$ cat src/pt8_pkg.sv
// Shared types and constants of the prescaled 8-bit timer pair.
`default_nettype none
package pt8_pkg;

    // Prescaler size and clock tap positions
    localparam int PRESCALE_BITS = 15;
    localparam int TAP0_BIT      = 6;
    localparam int TAP1_BIT      = 8;
    localparam int TAP2_BIT      = 10;
    localparam int TAP3_BIT      = 14;

    // Tick count of one transaction saturates at the smaller of these
    localparam int MAX_TICKS  = 8;
    localparam int RESULT_CAP = 8;
    localparam int TICK_CAP   = (MAX_TICKS < RESULT_CAP) ? MAX_TICKS : RESULT_CAP;
    localparam int CNT_W      = $clog2(TICK_CAP + 1);
    localparam int TICKS_W    = 4;

    // Configuration register indexes
    localparam logic [1:0] CFG_MODE     = 2'd0;
    localparam logic [1:0] CFG_LOW_CMP  = 2'd1;
    localparam logic [1:0] CFG_HIGH_CMP = 2'd2;
    localparam logic [1:0] CFG_BUF_CMP  = 2'd3;

    // Low clock select codes
    localparam logic [1:0] LSEL_PIN = 2'd0;
    localparam logic [1:0] LSEL_T0  = 2'd1;
    localparam logic [1:0] LSEL_T1  = 2'd2;
    localparam logic [1:0] LSEL_T2  = 2'd3;

    // High clock select codes
    localparam logic [1:0] HSEL_LOW_MATCH = 2'd0;
    localparam logic [1:0] HSEL_T0        = 2'd1;
    localparam logic [1:0] HSEL_T2        = 2'd2;
    localparam logic [1:0] HSEL_T3        = 2'd3;

    // Pair modes
    localparam logic [1:0] PM_TWO_TIMER = 2'd0;
    localparam logic [1:0] PM_CASCADE   = 2'd1;
    localparam logic [1:0] PM_PPG       = 2'd2;
    localparam logic [1:0] PM_PWM       = 2'd3;

    // PWM widths (any other code counts 8 bits)
    localparam logic [1:0] PWM_6BIT = 2'd1;
    localparam logic [1:0] PWM_7BIT = 2'd2;

    // Mode control register, bit 0 last
    typedef struct packed {
        logic       buf_en;
        logic       flop_sel;
        logic       flop_en;
        logic       high_en;
        logic       low_en;
        logic [1:0] pwm_width;
        logic [1:0] pair_mode;
        logic [1:0] high_sel;
        logic [1:0] low_sel;
        logic       run;
    } mode_t;

    // Timer state worked on by the shared counter unit
    typedef struct packed {
        logic [7:0] low_cnt;
        logic [7:0] high_cnt;
        logic [7:0] low_cmp;
        logic       low_irq;
        logic       high_irq;
        logic       flop;
    } tmr_t;

    typedef enum logic [0:0] {
        OP_LOW_PATH,
        OP_HIGH
    } alu_op_t;

    typedef enum logic [2:0] {
        ST_IDLE,
        ST_TICK,
        ST_LOW,
        ST_HIGH,
        ST_OUT
    } seq_state_t;

    // Sequencer to datapath controls
    typedef struct packed {
        logic in_ready;
        logic tick_step;
        logic low_step;
        logic high_step;
        logic out_valid;
        logic out_last;
    } ctrl_t;

endpackage
`default_nettype wire

$ cat src/prescaled_8bit_timer_pair.sv
// Top level of the prescaled 8-bit timer pair: registers, tap decode, config port.
//
//  Channel  Direction  Handshake                     Payload
//  s_axis   in         s_axis_tvalid/s_axis_tready   tdata: ticks, line_level; tuser: req_type
//  m_axis   out        m_axis_tvalid/m_axis_tready   tdata: irqs, flop, counts; tlast: last
//  cfg      in         cfg_valid/cfg_ready           cfg_index, cfg_wdata
//
// A tick transaction of n ticks (saturated at eight) takes each tick through
// prescaler advance, low-path event, high event and result, the two events
// sharing one counter unit. A pin sample skips the advance, and a zero-tick
// transaction gives no result. Output stalls hold the sequencer in the result step.
// Configuration writes are taken only while the sequencer is idle.
// aresetn is synchronous and clears all state and configuration.
`default_nettype none
module prescaled_8bit_timer_pair (
    input  wire logic        aclk,
    input  wire logic        aresetn,
    input  wire logic        s_axis_tvalid,
    output logic             s_axis_tready,
    input  wire logic [7:0]  s_axis_tdata,   // [3:0] ticks, [4] line_level, [7:5] zero
    input  wire logic        s_axis_tuser,   // [0] req_type
    output logic             m_axis_tvalid,
    input  wire logic        m_axis_tready,
    output logic [23:0]      m_axis_tdata,   // [0] low_irq, [1] high_irq, [2] flop_out,
                                             // [3] flop_edge, [11:4] low_count,
                                             // [19:12] high_count, [23:20] zero
    output logic             m_axis_tlast,
    input  wire logic        cfg_valid,
    output logic             cfg_ready,
    input  wire logic [1:0]  cfg_index,
    input  wire logic [13:0] cfg_wdata
);

    pt8_pkg::ctrl_t  ctl;
    pt8_pkg::mode_t  mode_reg;
    pt8_pkg::tmr_t   tmr_reg;
    pt8_pkg::tmr_t   tmr_next;
    pt8_pkg::alu_op_t alu_op;

    logic [7:0]                      high_cmp_reg;
    logic [7:0]                      buf_cmp_reg;
    logic [pt8_pkg::PRESCALE_BITS-1:0] presc_reg;
    logic [pt8_pkg::PRESCALE_BITS-1:0] presc_next;
    logic                            toggled_reg;
    logic                            low_pend_reg;
    logic                            high_pend_reg;
    logic                            alu_toggle;
    logic                            alu_chain;
    logic                            in_accept;
    logic                            cfg_accept;
    logic                            fall0;
    logic                            fall1;
    logic                            fall2;
    logic                            fall3;
    logic                            low_ev;
    logic                            high_ev;
    logic                            high_taps_on;

    pt8_ctrl u_ctrl (
        .aclk     (aclk),
        .aresetn  (aresetn),
        .s_valid  (s_axis_tvalid),
        .req_type (s_axis_tuser),
        .ticks    (s_axis_tdata[3:0]),
        .m_ready  (m_axis_tready),
        .ctl      (ctl)
    );

    // The high step reuses the same unit as the low step
    assign alu_op = ctl.high_step ? pt8_pkg::OP_HIGH : pt8_pkg::OP_LOW_PATH;

    pt8_alu u_alu (
        .op       (alu_op),
        .mode     (mode_reg),
        .high_cmp (high_cmp_reg),
        .buf_cmp  (buf_cmp_reg),
        .cur      (tmr_reg),
        .nxt      (tmr_next),
        .toggle   (alu_toggle),
        .chain    (alu_chain)
    );

    assign in_accept  = s_axis_tvalid && ctl.in_ready;
    assign cfg_accept = cfg_valid && cfg_ready;
    // hold off register writes while a transaction is being worked on
    assign cfg_ready  = ctl.in_ready;

    // Falling edges of the prescaler taps on this oscillator tick
    assign presc_next = presc_reg + pt8_pkg::PRESCALE_BITS'(1);
    assign fall0 = presc_reg[pt8_pkg::TAP0_BIT] && !presc_next[pt8_pkg::TAP0_BIT];
    assign fall1 = presc_reg[pt8_pkg::TAP1_BIT] && !presc_next[pt8_pkg::TAP1_BIT];
    assign fall2 = presc_reg[pt8_pkg::TAP2_BIT] && !presc_next[pt8_pkg::TAP2_BIT];
    assign fall3 = presc_reg[pt8_pkg::TAP3_BIT] && !presc_next[pt8_pkg::TAP3_BIT];

    assign low_ev = ((mode_reg.low_sel == pt8_pkg::LSEL_T0) && fall0)
                 || ((mode_reg.low_sel == pt8_pkg::LSEL_T1) && fall1)
                 || ((mode_reg.low_sel == pt8_pkg::LSEL_T2) && fall2);

    // High taps only clock the high counter in two-timer and PWM modes
    assign high_taps_on = (mode_reg.pair_mode == pt8_pkg::PM_TWO_TIMER)
                       || (mode_reg.pair_mode == pt8_pkg::PM_PWM);
    assign high_ev = high_taps_on
                  && (((mode_reg.high_sel == pt8_pkg::HSEL_T0) && fall0)
                   || ((mode_reg.high_sel == pt8_pkg::HSEL_T2) && fall2)
                   || ((mode_reg.high_sel == pt8_pkg::HSEL_T3) && fall3));

    always_ff @(posedge aclk) begin
        if (!aresetn) begin
            mode_reg      <= '0;
            high_cmp_reg  <= '0;
            buf_cmp_reg   <= '0;
            presc_reg     <= '0;
            tmr_reg       <= '0;
            toggled_reg   <= 1'b0;
            low_pend_reg  <= 1'b0;
            high_pend_reg <= 1'b0;
        end else begin
            // pin sample: one low-path clock when the pin is high and selected
            if (in_accept && s_axis_tuser) begin
                toggled_reg   <= 1'b0;
                low_pend_reg  <= s_axis_tdata[4] && (mode_reg.low_sel == pt8_pkg::LSEL_PIN);
                high_pend_reg <= 1'b0;
            end
            // advance the prescaler and latch this tick's events
            if (ctl.tick_step) begin
                toggled_reg <= 1'b0;
                if (mode_reg.run) begin
                    presc_reg     <= presc_next;
                    low_pend_reg  <= low_ev;
                    high_pend_reg <= high_ev;
                end else begin
                    low_pend_reg  <= 1'b0;
                    high_pend_reg <= 1'b0;
                end
            end
            // low-path event; a low match may chain into the high counter
            if (ctl.low_step && low_pend_reg) begin
                tmr_reg       <= tmr_next;
                toggled_reg   <= toggled_reg || alu_toggle;
                high_pend_reg <= high_pend_reg || alu_chain;
            end
            if (ctl.high_step && high_pend_reg) begin
                tmr_reg     <= tmr_next;
                toggled_reg <= toggled_reg || alu_toggle;
            end
            // configuration writes are only taken while idle
            if (cfg_accept) begin
                case (cfg_index)
                    pt8_pkg::CFG_MODE: begin
                        mode_reg <= pt8_pkg::mode_t'(cfg_wdata);
                        if (!cfg_wdata[9]) begin
                            tmr_reg.low_cnt <= 8'd0;
                            tmr_reg.low_irq <= 1'b0;
                        end
                        if (!cfg_wdata[10]) begin
                            tmr_reg.high_cnt <= 8'd0;
                            tmr_reg.high_irq <= 1'b0;
                        end
                    end
                    pt8_pkg::CFG_LOW_CMP:  tmr_reg.low_cmp <= cfg_wdata[7:0];
                    pt8_pkg::CFG_HIGH_CMP: high_cmp_reg    <= cfg_wdata[7:0];
                    pt8_pkg::CFG_BUF_CMP:  buf_cmp_reg     <= cfg_wdata[7:0];
                    default: ;
                endcase
            end
        end
    end

    // State is still during the result step, so drive the result from it
    assign s_axis_tready = ctl.in_ready;
    assign m_axis_tvalid = ctl.out_valid;
    assign m_axis_tlast  = ctl.out_last;
    assign m_axis_tdata  = {4'd0, tmr_reg.high_cnt, tmr_reg.low_cnt, toggled_reg,
                            tmr_reg.flop, tmr_reg.high_irq, tmr_reg.low_irq};

endmodule
`default_nettype wire

$ cat src/pt8_alu.sv
// Shared counter unit: one low-path or high-counter clock event.
`default_nettype none
module pt8_alu (
    input  var pt8_pkg::alu_op_t op,
    input  var pt8_pkg::mode_t   mode,
    input  wire logic [7:0]      high_cmp,
    input  wire logic [7:0]      buf_cmp,
    input  var pt8_pkg::tmr_t    cur,
    output pt8_pkg::tmr_t        nxt,
    output logic                 toggle,
    output logic                 chain
);

    logic [7:0] operand;
    logic [7:0] sum;
    logic [7:0] pwm_sum;
    logic [7:0] high_sum;
    logic [7:0] casc_high;
    logic       low_eq;
    logic       high_eq;
    logic       ppg_eqh;
    logic       casc_eq;
    logic       pwm_eq;
    logic       pwm_pulse;

    assign operand   = (op == pt8_pkg::OP_HIGH) ? cur.high_cnt : cur.low_cnt;
    assign sum       = operand + 8'd1;
    assign high_sum  = cur.high_cnt + 8'd1;
    assign casc_high = (sum == 8'd0) ? high_sum : cur.high_cnt;

    always_comb begin
        case (mode.pwm_width)
            pt8_pkg::PWM_6BIT: pwm_sum = {2'b00, sum[5:0]};
            pt8_pkg::PWM_7BIT: pwm_sum = {1'b0, sum[6:0]};
            default:           pwm_sum = sum;
        endcase
    end

    assign low_eq    = (sum == cur.low_cmp);
    assign high_eq   = (sum == high_cmp);
    assign ppg_eqh   = (sum == high_cmp);
    assign casc_eq   = low_eq && (casc_high == high_cmp);
    assign pwm_eq    = (pwm_sum == cur.low_cmp);
    assign pwm_pulse = (pwm_sum == 8'd0);

    always_comb begin
        nxt    = cur;
        toggle = 1'b0;
        chain  = 1'b0;
        case (op)
            pt8_pkg::OP_HIGH: begin
                if (mode.high_en) begin
                    nxt.high_irq = high_eq;
                    nxt.high_cnt = high_eq ? 8'd0 : sum;
                    toggle       = high_eq && mode.flop_en && mode.flop_sel;
                end
            end
            default: begin
                case (mode.pair_mode)
                    pt8_pkg::PM_TWO_TIMER: begin
                        if (mode.low_en) begin
                            nxt.low_irq = low_eq;
                            nxt.low_cnt = low_eq ? 8'd0 : sum;
                            toggle      = low_eq && mode.flop_en && !mode.flop_sel;
                            chain       = low_eq && (mode.high_sel == pt8_pkg::HSEL_LOW_MATCH);
                        end
                    end
                    pt8_pkg::PM_CASCADE: begin
                        if (mode.low_en && mode.high_en) begin
                            nxt.high_irq = casc_eq;
                            nxt.low_cnt  = casc_eq ? 8'd0 : sum;
                            nxt.high_cnt = casc_eq ? 8'd0 : casc_high;
                            toggle       = casc_eq && mode.flop_en;
                        end
                    end
                    pt8_pkg::PM_PPG: begin
                        if (mode.low_en) begin
                            nxt.low_irq  = low_eq;
                            nxt.high_irq = ppg_eqh;
                            nxt.low_cnt  = ppg_eqh ? 8'd0 : sum;
                            toggle       = (low_eq || ppg_eqh) && mode.flop_en;
                            if (ppg_eqh && mode.buf_en) begin
                                nxt.low_cmp = buf_cmp;
                            end
                        end
                    end
                    default: begin
                        if (mode.low_en) begin
                            nxt.low_irq = pwm_eq || pwm_pulse;
                            nxt.low_cnt = pwm_sum;
                            toggle      = (pwm_eq || pwm_pulse) && mode.flop_en;
                            if (pwm_pulse && mode.buf_en) begin
                                nxt.low_cmp = buf_cmp;
                            end
                        end
                    end
                endcase
            end
        endcase
        nxt.flop = cur.flop ^ toggle;
    end

endmodule
`default_nettype wire

$ cat src/pt8_ctrl.sv
// Sequencer: walks each tick through advance, low event, high event and result.
`default_nettype none
module pt8_ctrl (
    input  wire logic                        aclk,
    input  wire logic                        aresetn,
    input  wire logic                        s_valid,
    input  wire logic                        req_type,
    input  wire logic [pt8_pkg::TICKS_W-1:0] ticks,
    input  wire logic                        m_ready,
    output pt8_pkg::ctrl_t                   ctl
);

    pt8_pkg::seq_state_t       state_reg;
    pt8_pkg::seq_state_t       state_next;
    logic [pt8_pkg::CNT_W-1:0] left_reg;
    logic [pt8_pkg::CNT_W-1:0] left_next;
    logic [pt8_pkg::CNT_W-1:0] sat_ticks;

    // saturate the requested tick count
    assign sat_ticks = (ticks > pt8_pkg::TICKS_W'(pt8_pkg::TICK_CAP))
                     ? pt8_pkg::CNT_W'(pt8_pkg::TICK_CAP)
                     : pt8_pkg::CNT_W'(ticks);

    always_ff @(posedge aclk) begin
        if (!aresetn) begin
            state_reg <= pt8_pkg::ST_IDLE;
            left_reg  <= '0;
        end else begin
            state_reg <= state_next;
            left_reg  <= left_next;
        end
    end

    // next state
    always_comb begin
        state_next = state_reg;
        left_next  = left_reg;
        case (state_reg)
            pt8_pkg::ST_IDLE: begin
                if (s_valid) begin
                    if (req_type) begin
                        left_next  = pt8_pkg::CNT_W'(1);
                        state_next = pt8_pkg::ST_LOW;
                    end else if (sat_ticks != '0) begin
                        left_next  = sat_ticks;
                        state_next = pt8_pkg::ST_TICK;
                    end
                end
            end
            pt8_pkg::ST_TICK: state_next = pt8_pkg::ST_LOW;
            pt8_pkg::ST_LOW:  state_next = pt8_pkg::ST_HIGH;
            pt8_pkg::ST_HIGH: state_next = pt8_pkg::ST_OUT;
            pt8_pkg::ST_OUT: begin
                if (m_ready) begin
                    left_next  = left_reg - pt8_pkg::CNT_W'(1);
                    state_next = (left_reg == pt8_pkg::CNT_W'(1))
                               ? pt8_pkg::ST_IDLE : pt8_pkg::ST_TICK;
                end
            end
            default: state_next = pt8_pkg::ST_IDLE;
        endcase
    end

    // outputs
    always_comb begin
        ctl = '0;
        case (state_reg)
            pt8_pkg::ST_IDLE: ctl.in_ready  = 1'b1;
            pt8_pkg::ST_TICK: ctl.tick_step = 1'b1;
            pt8_pkg::ST_LOW:  ctl.low_step  = 1'b1;
            pt8_pkg::ST_HIGH: ctl.high_step = 1'b1;
            pt8_pkg::ST_OUT: begin
                ctl.out_valid = 1'b1;
                ctl.out_last  = (left_reg == pt8_pkg::CNT_W'(1));
            end
            default: ctl = '0;
        endcase
    end

endmodule
`default_nettype wire

$ cat config.mk
export PLATFORM = sky130hd
export DESIGN_NAME = prescaled_8bit_timer_pair
export DESIGN_NICKNAME = d
export VERILOG_FILES = /design/src/pt8_pkg.sv /design/src/prescaled_8bit_timer_pair.sv /design/src/pt8_alu.sv /design/src/pt8_ctrl.sv
export SDC_FILE = /design/constraint.sdc
export NUM_CORES = 1
export LEC_CHECK = 0
export BUFFER_PORTS_ARGS = -buffer_cell sky130_fd_sc_hd__buf_4
export CORE_MARGIN = 5
export CORE_UTILIZATION = 60
export CTS_CLUSTER_SIZE = 10
export DETAILED_ROUTE_END_ITERATION = 12
export PLACE_DENSITY = 0.9
export SLEW_MARGIN = 30
export SYNTH_ARGS = -nofsm -noshare
export SYNTH_HDL_FRONTEND = slang
export SYNTH_SLANG_ARGS = --single-unit
$ cat constraint.sdc
create_clock -name aclk -period 5.6 [get_ports aclk]
set_input_delay 0.28 -clock aclk [delete_from_list [all_inputs] [get_ports aclk]]
set_output_delay 0.28 -clock aclk [all_outputs]
set_load 0.05 [all_outputs]
==> out/metrics.csv <==
stage,metric,value,unit
run_status,run status,"finished, final reports clean",
cts,CTS tree,done,
yosys,post-synthesis mux area share,4.67,%
sta,fin crit share,91.9,%
floorplanning,Die ar.,11500,um2
finish,fin util,66.1,%
finish,area delta synth->final,7.62,%
setup_path,Crit Path Max Fanout,13,
setup_path,WP data arrival,5.39,ns
yosys,largest family of logic cells by synthesized area,simple AND/OR/NAND/NOR gates,
yosys,Mapped Area,5650,um2
yosys,post-synthesis adder-cell area fraction,3.32,%
power,Peak VDD IR,0.140,mV
cts,Clock Sinks,82,
setup_path,"Top cell by count, worst path",inv_1,
finish,Post-layout nets,771,
floorplanning,die extent in y,107,um
setup_path,Worst setup SP type,register,
finish,final instance area,6080,um2
drt,met2 routed WL,7630,um
floorplanning,row count,35,
finish,number of antenna diodes,0,
setup_path,crit-path cells,"and3b_1, mux2i_1, inv_1, ha_1, inv_1, or3_1, a32oi_2, xnor2_1, o211ai_1, or4b_1, o221ai_1, nand3_1, a221oi_1, nor2_1",
yosys,"Seq/Total Area, Yosys",29.1,%
drt,mean routed wirelength per cell,18.7,um
yosys,ys async rst share,0,%
drt,Via Count,5531,
sta,Setup-failing EPs final,0,
floorplanning,chip width,107,um
cts,Max Buffers Root-to-Sink,2,
drt,DRC violations left,0,
drt,post-route ant nets,0,
drt,DR top layer,met4,
yosys,Compound-Gate Fraction of Synth Area,22.9,%
setup_path,critical path class,register to register,
cts,Root Driver,clkbuf_8,
placed_design,gpl congestion,0.981,
sta,Fin. Hold Viols,0,
setup_path,Critical-path top delay cell,or4b_1,
cts,hold buffer count at CTS,0,
cts,setup repair bufs after CTS,0,
placed_design,Placed Instance Area,5890,um2
placed_design,PortBufs,50,
yosys,synth warn,0,
sta,RSZ-0062 raised after global routing,false,
cts,clock latency on the worst-skew pair,0.37,ns
grt,gr ovfl total,0,
drt,met3 WL,1200,um
drt,DRT Wirelength,15800,um
sta,Fmax,194,MHz
cts,H-tree levels,3,
yosys,Unique masters post-synth,80,
yosys,post-synthesis simple-gate area fraction,26.4,%
setup_path,nature of the critical path endpoint,register,
worst_hold_path,Worst Hold Class,primary input to register,
yosys,Syn Area/Cell,7.87,um2
sta,Total Neg Setup Slack,0,ns
floorplanning,number of I/O pins,58,
power,pwr/cell area,206,nW/um2
cts,CTS buffer count,9,
job,maximum capacitance violations,0,
sta,Worst Tran Pin Value,0.796,ns
grt,largest net degree at the start of global routing,66,
setup_path,worst path required time,5.85,ns
grt,first-pass GRT wire length,25800,um
drt,M1 WL,6310,um
cts,post-CTS sizing,0,
finish,share of layout cells above drive strength 1,13.0,%
sta,Clock Skew,0.0154,ns
yosys,ys flop type,dfxtp_1,
grt,GRT Overall Usage,27.8,%
grt,vias in the first global route,5338,
floorplanning,Placeable Area,9200,um2
sta,hold slack,0.164,ns
yosys,Mapped Cells,718,
placed_design,post-DP HPWL,11700,um
drt,1st-iter DRT viols,390,
sta,Max-slew headroom,46.6,%
finish,max FFs per register,19,
yosys,Yosys reg bits,82,
sta,Slew Limit Fails,0,
floorplanning,Initial Util,61.4,%
drt,Pre-Repair DR Iteration Count,5,
yosys,xor/xnor cell area share of the yosys netlist,5.89,%
setup_path,max incr delay on CP,0.79,ns
power,Lkg Pwr,2.38,nW
cts,Clock Pin Slew Worst Setup and Hold Paths,0.10,ns
yosys,Post-synth EDFFs,0,
drt,vias per inst,6.57,
sta,min cycle time layout,5.15,ns
grt,initial antenna violation count,0,
-- final timing paths --
kind,start,end,slack [ns],cells past startpoint
max,u_ctrl.state_reg[2]$_SDFFE_PN0P_,tmr_reg[9]$_SDFF_PN0_,0.45,14
min,cfg_wdata[12],mode_reg[12]$_SDFFE_PN0P_,0.16,3
max reg2reg,u_ctrl.state_reg[2]$_SDFFE_PN0P_,tmr_reg[9]$_SDFF_PN0_,0.45,14
min reg2reg,mode_reg[11]$_SDFFE_PN0P_,mode_reg[11]$_SDFFE_PN0P_,0.47,2
-- power by group --
| part | switching [mW] | internal, mW |
|---|---|---|
| registers | 0.0206 | 0.601 |
| clock network | 0.255 | 0.169 |
| logic | 0.128 | 0.0787 |
| total | 0.403 | 0.848 |
-- per-layer routing --
metal | global-route usage (%) | up-vias
li1 | - | 2583
met1 | 33.9 | 2602
met2 | 47.1 | 283
met3 | 5.42 | 63
met4 | 12.4 | 0
met5 | 0 | -
-- cells in the final DEF (no fill, tap or decap), drive strengths merged, types with 21 or more instances in the layout --
cell type / n
a21oi: 33
buf: 59
dfxtp: 82
inv: 24
mux2i: 23
nand2: 97
nand3: 27
nor2: 43
nor2b: 21
o21ai: 44
xnor2: 26
-- cell usage after synthesis, types with 4 or more instances --
master	count	area [um2]
xnor2_1	26	228
buf_2	5	25.0
clkbuf_1	33	124
xor2_1	12	105
mux2i_1	23	230
a31oi_1	5	31.3
o211ai_1	7	52.6
o22ai_1	4	25.0
a21boi_0	20	150
nand4_1	14	87.6
o21ai_0	41	205
nor3_1	14	70.1
a22oi_1	5	37.5
and3_1	13	81.3
a21o_1	4	30.0
inv_1	21	78.8
a22o_1	6	52.6
and2_1	17	106
nor2b_1	21	131
nor2_1	42	158
nand3_1	27	135
a211oi_1	5	37.5
a21oi_1	33	165
or3_1	11	68.8
buf_4	26	195
nand2_1	96	360
ha_1	15	188
a221oi_1	10	87.6
nor4_1	8	50.1
dfxtp_1	82	1640
-- metrics by stage --
stage / worst slack (ns) / std cells / power (mW)
final: 0.453 / 842 / 1.25
after global routing: 0.0414 / 842 / 1.30
after CTS: 0.565 / 842 / 1.25
after detailed placement: 0.635 / 826 / 0.837
after global placement: 0.776 / 826 / 0.827
after floorplan: 1.28 / 721 / 0.776
-- critical path, delay by kind of cell (launching register included) --
family | cells | cell delay, ns
AND/OR/NAND/NOR | 5 | 2.21
buffers and inverters | 2 | 0.28
flip-flops | 1 | 0.45
multiplexers | 1 | 0.29
AO/OA/AOI/OAI | 4 | 1.24
adder cells (fa/ha/maj) | 1 | 0.38
XOR/XNOR | 1 | 0.17
-- final cells by class --
cell class	count	area, um2
repair buffers	59	443
fillers	767	3120
well taps	111	139
clock buffers	9	124
multi-input cells	553	3590
clock inverters	7	61.3
inverters	21	78.8
flip-flops and latches	82	1640
-- logic make-up (layout without fill, tap and decap cells) --
| family | count (synthesis) | count (layout) |
|---|---|---|
| xor gates and xnor gates | 38 | 38 |
| and+or+nand+nor | 291 | 291 |
| adders and majority gates | 15 | 15 |
| AOI/OAI and AO/OA | 179 | 179 |
| muxes | 26 | 26 |
| buffers and inverters | 86 | 96 |
| other | 1 | 4 |
| DFF | 82 | 82 |
Power figures use the tool's default switching activity.
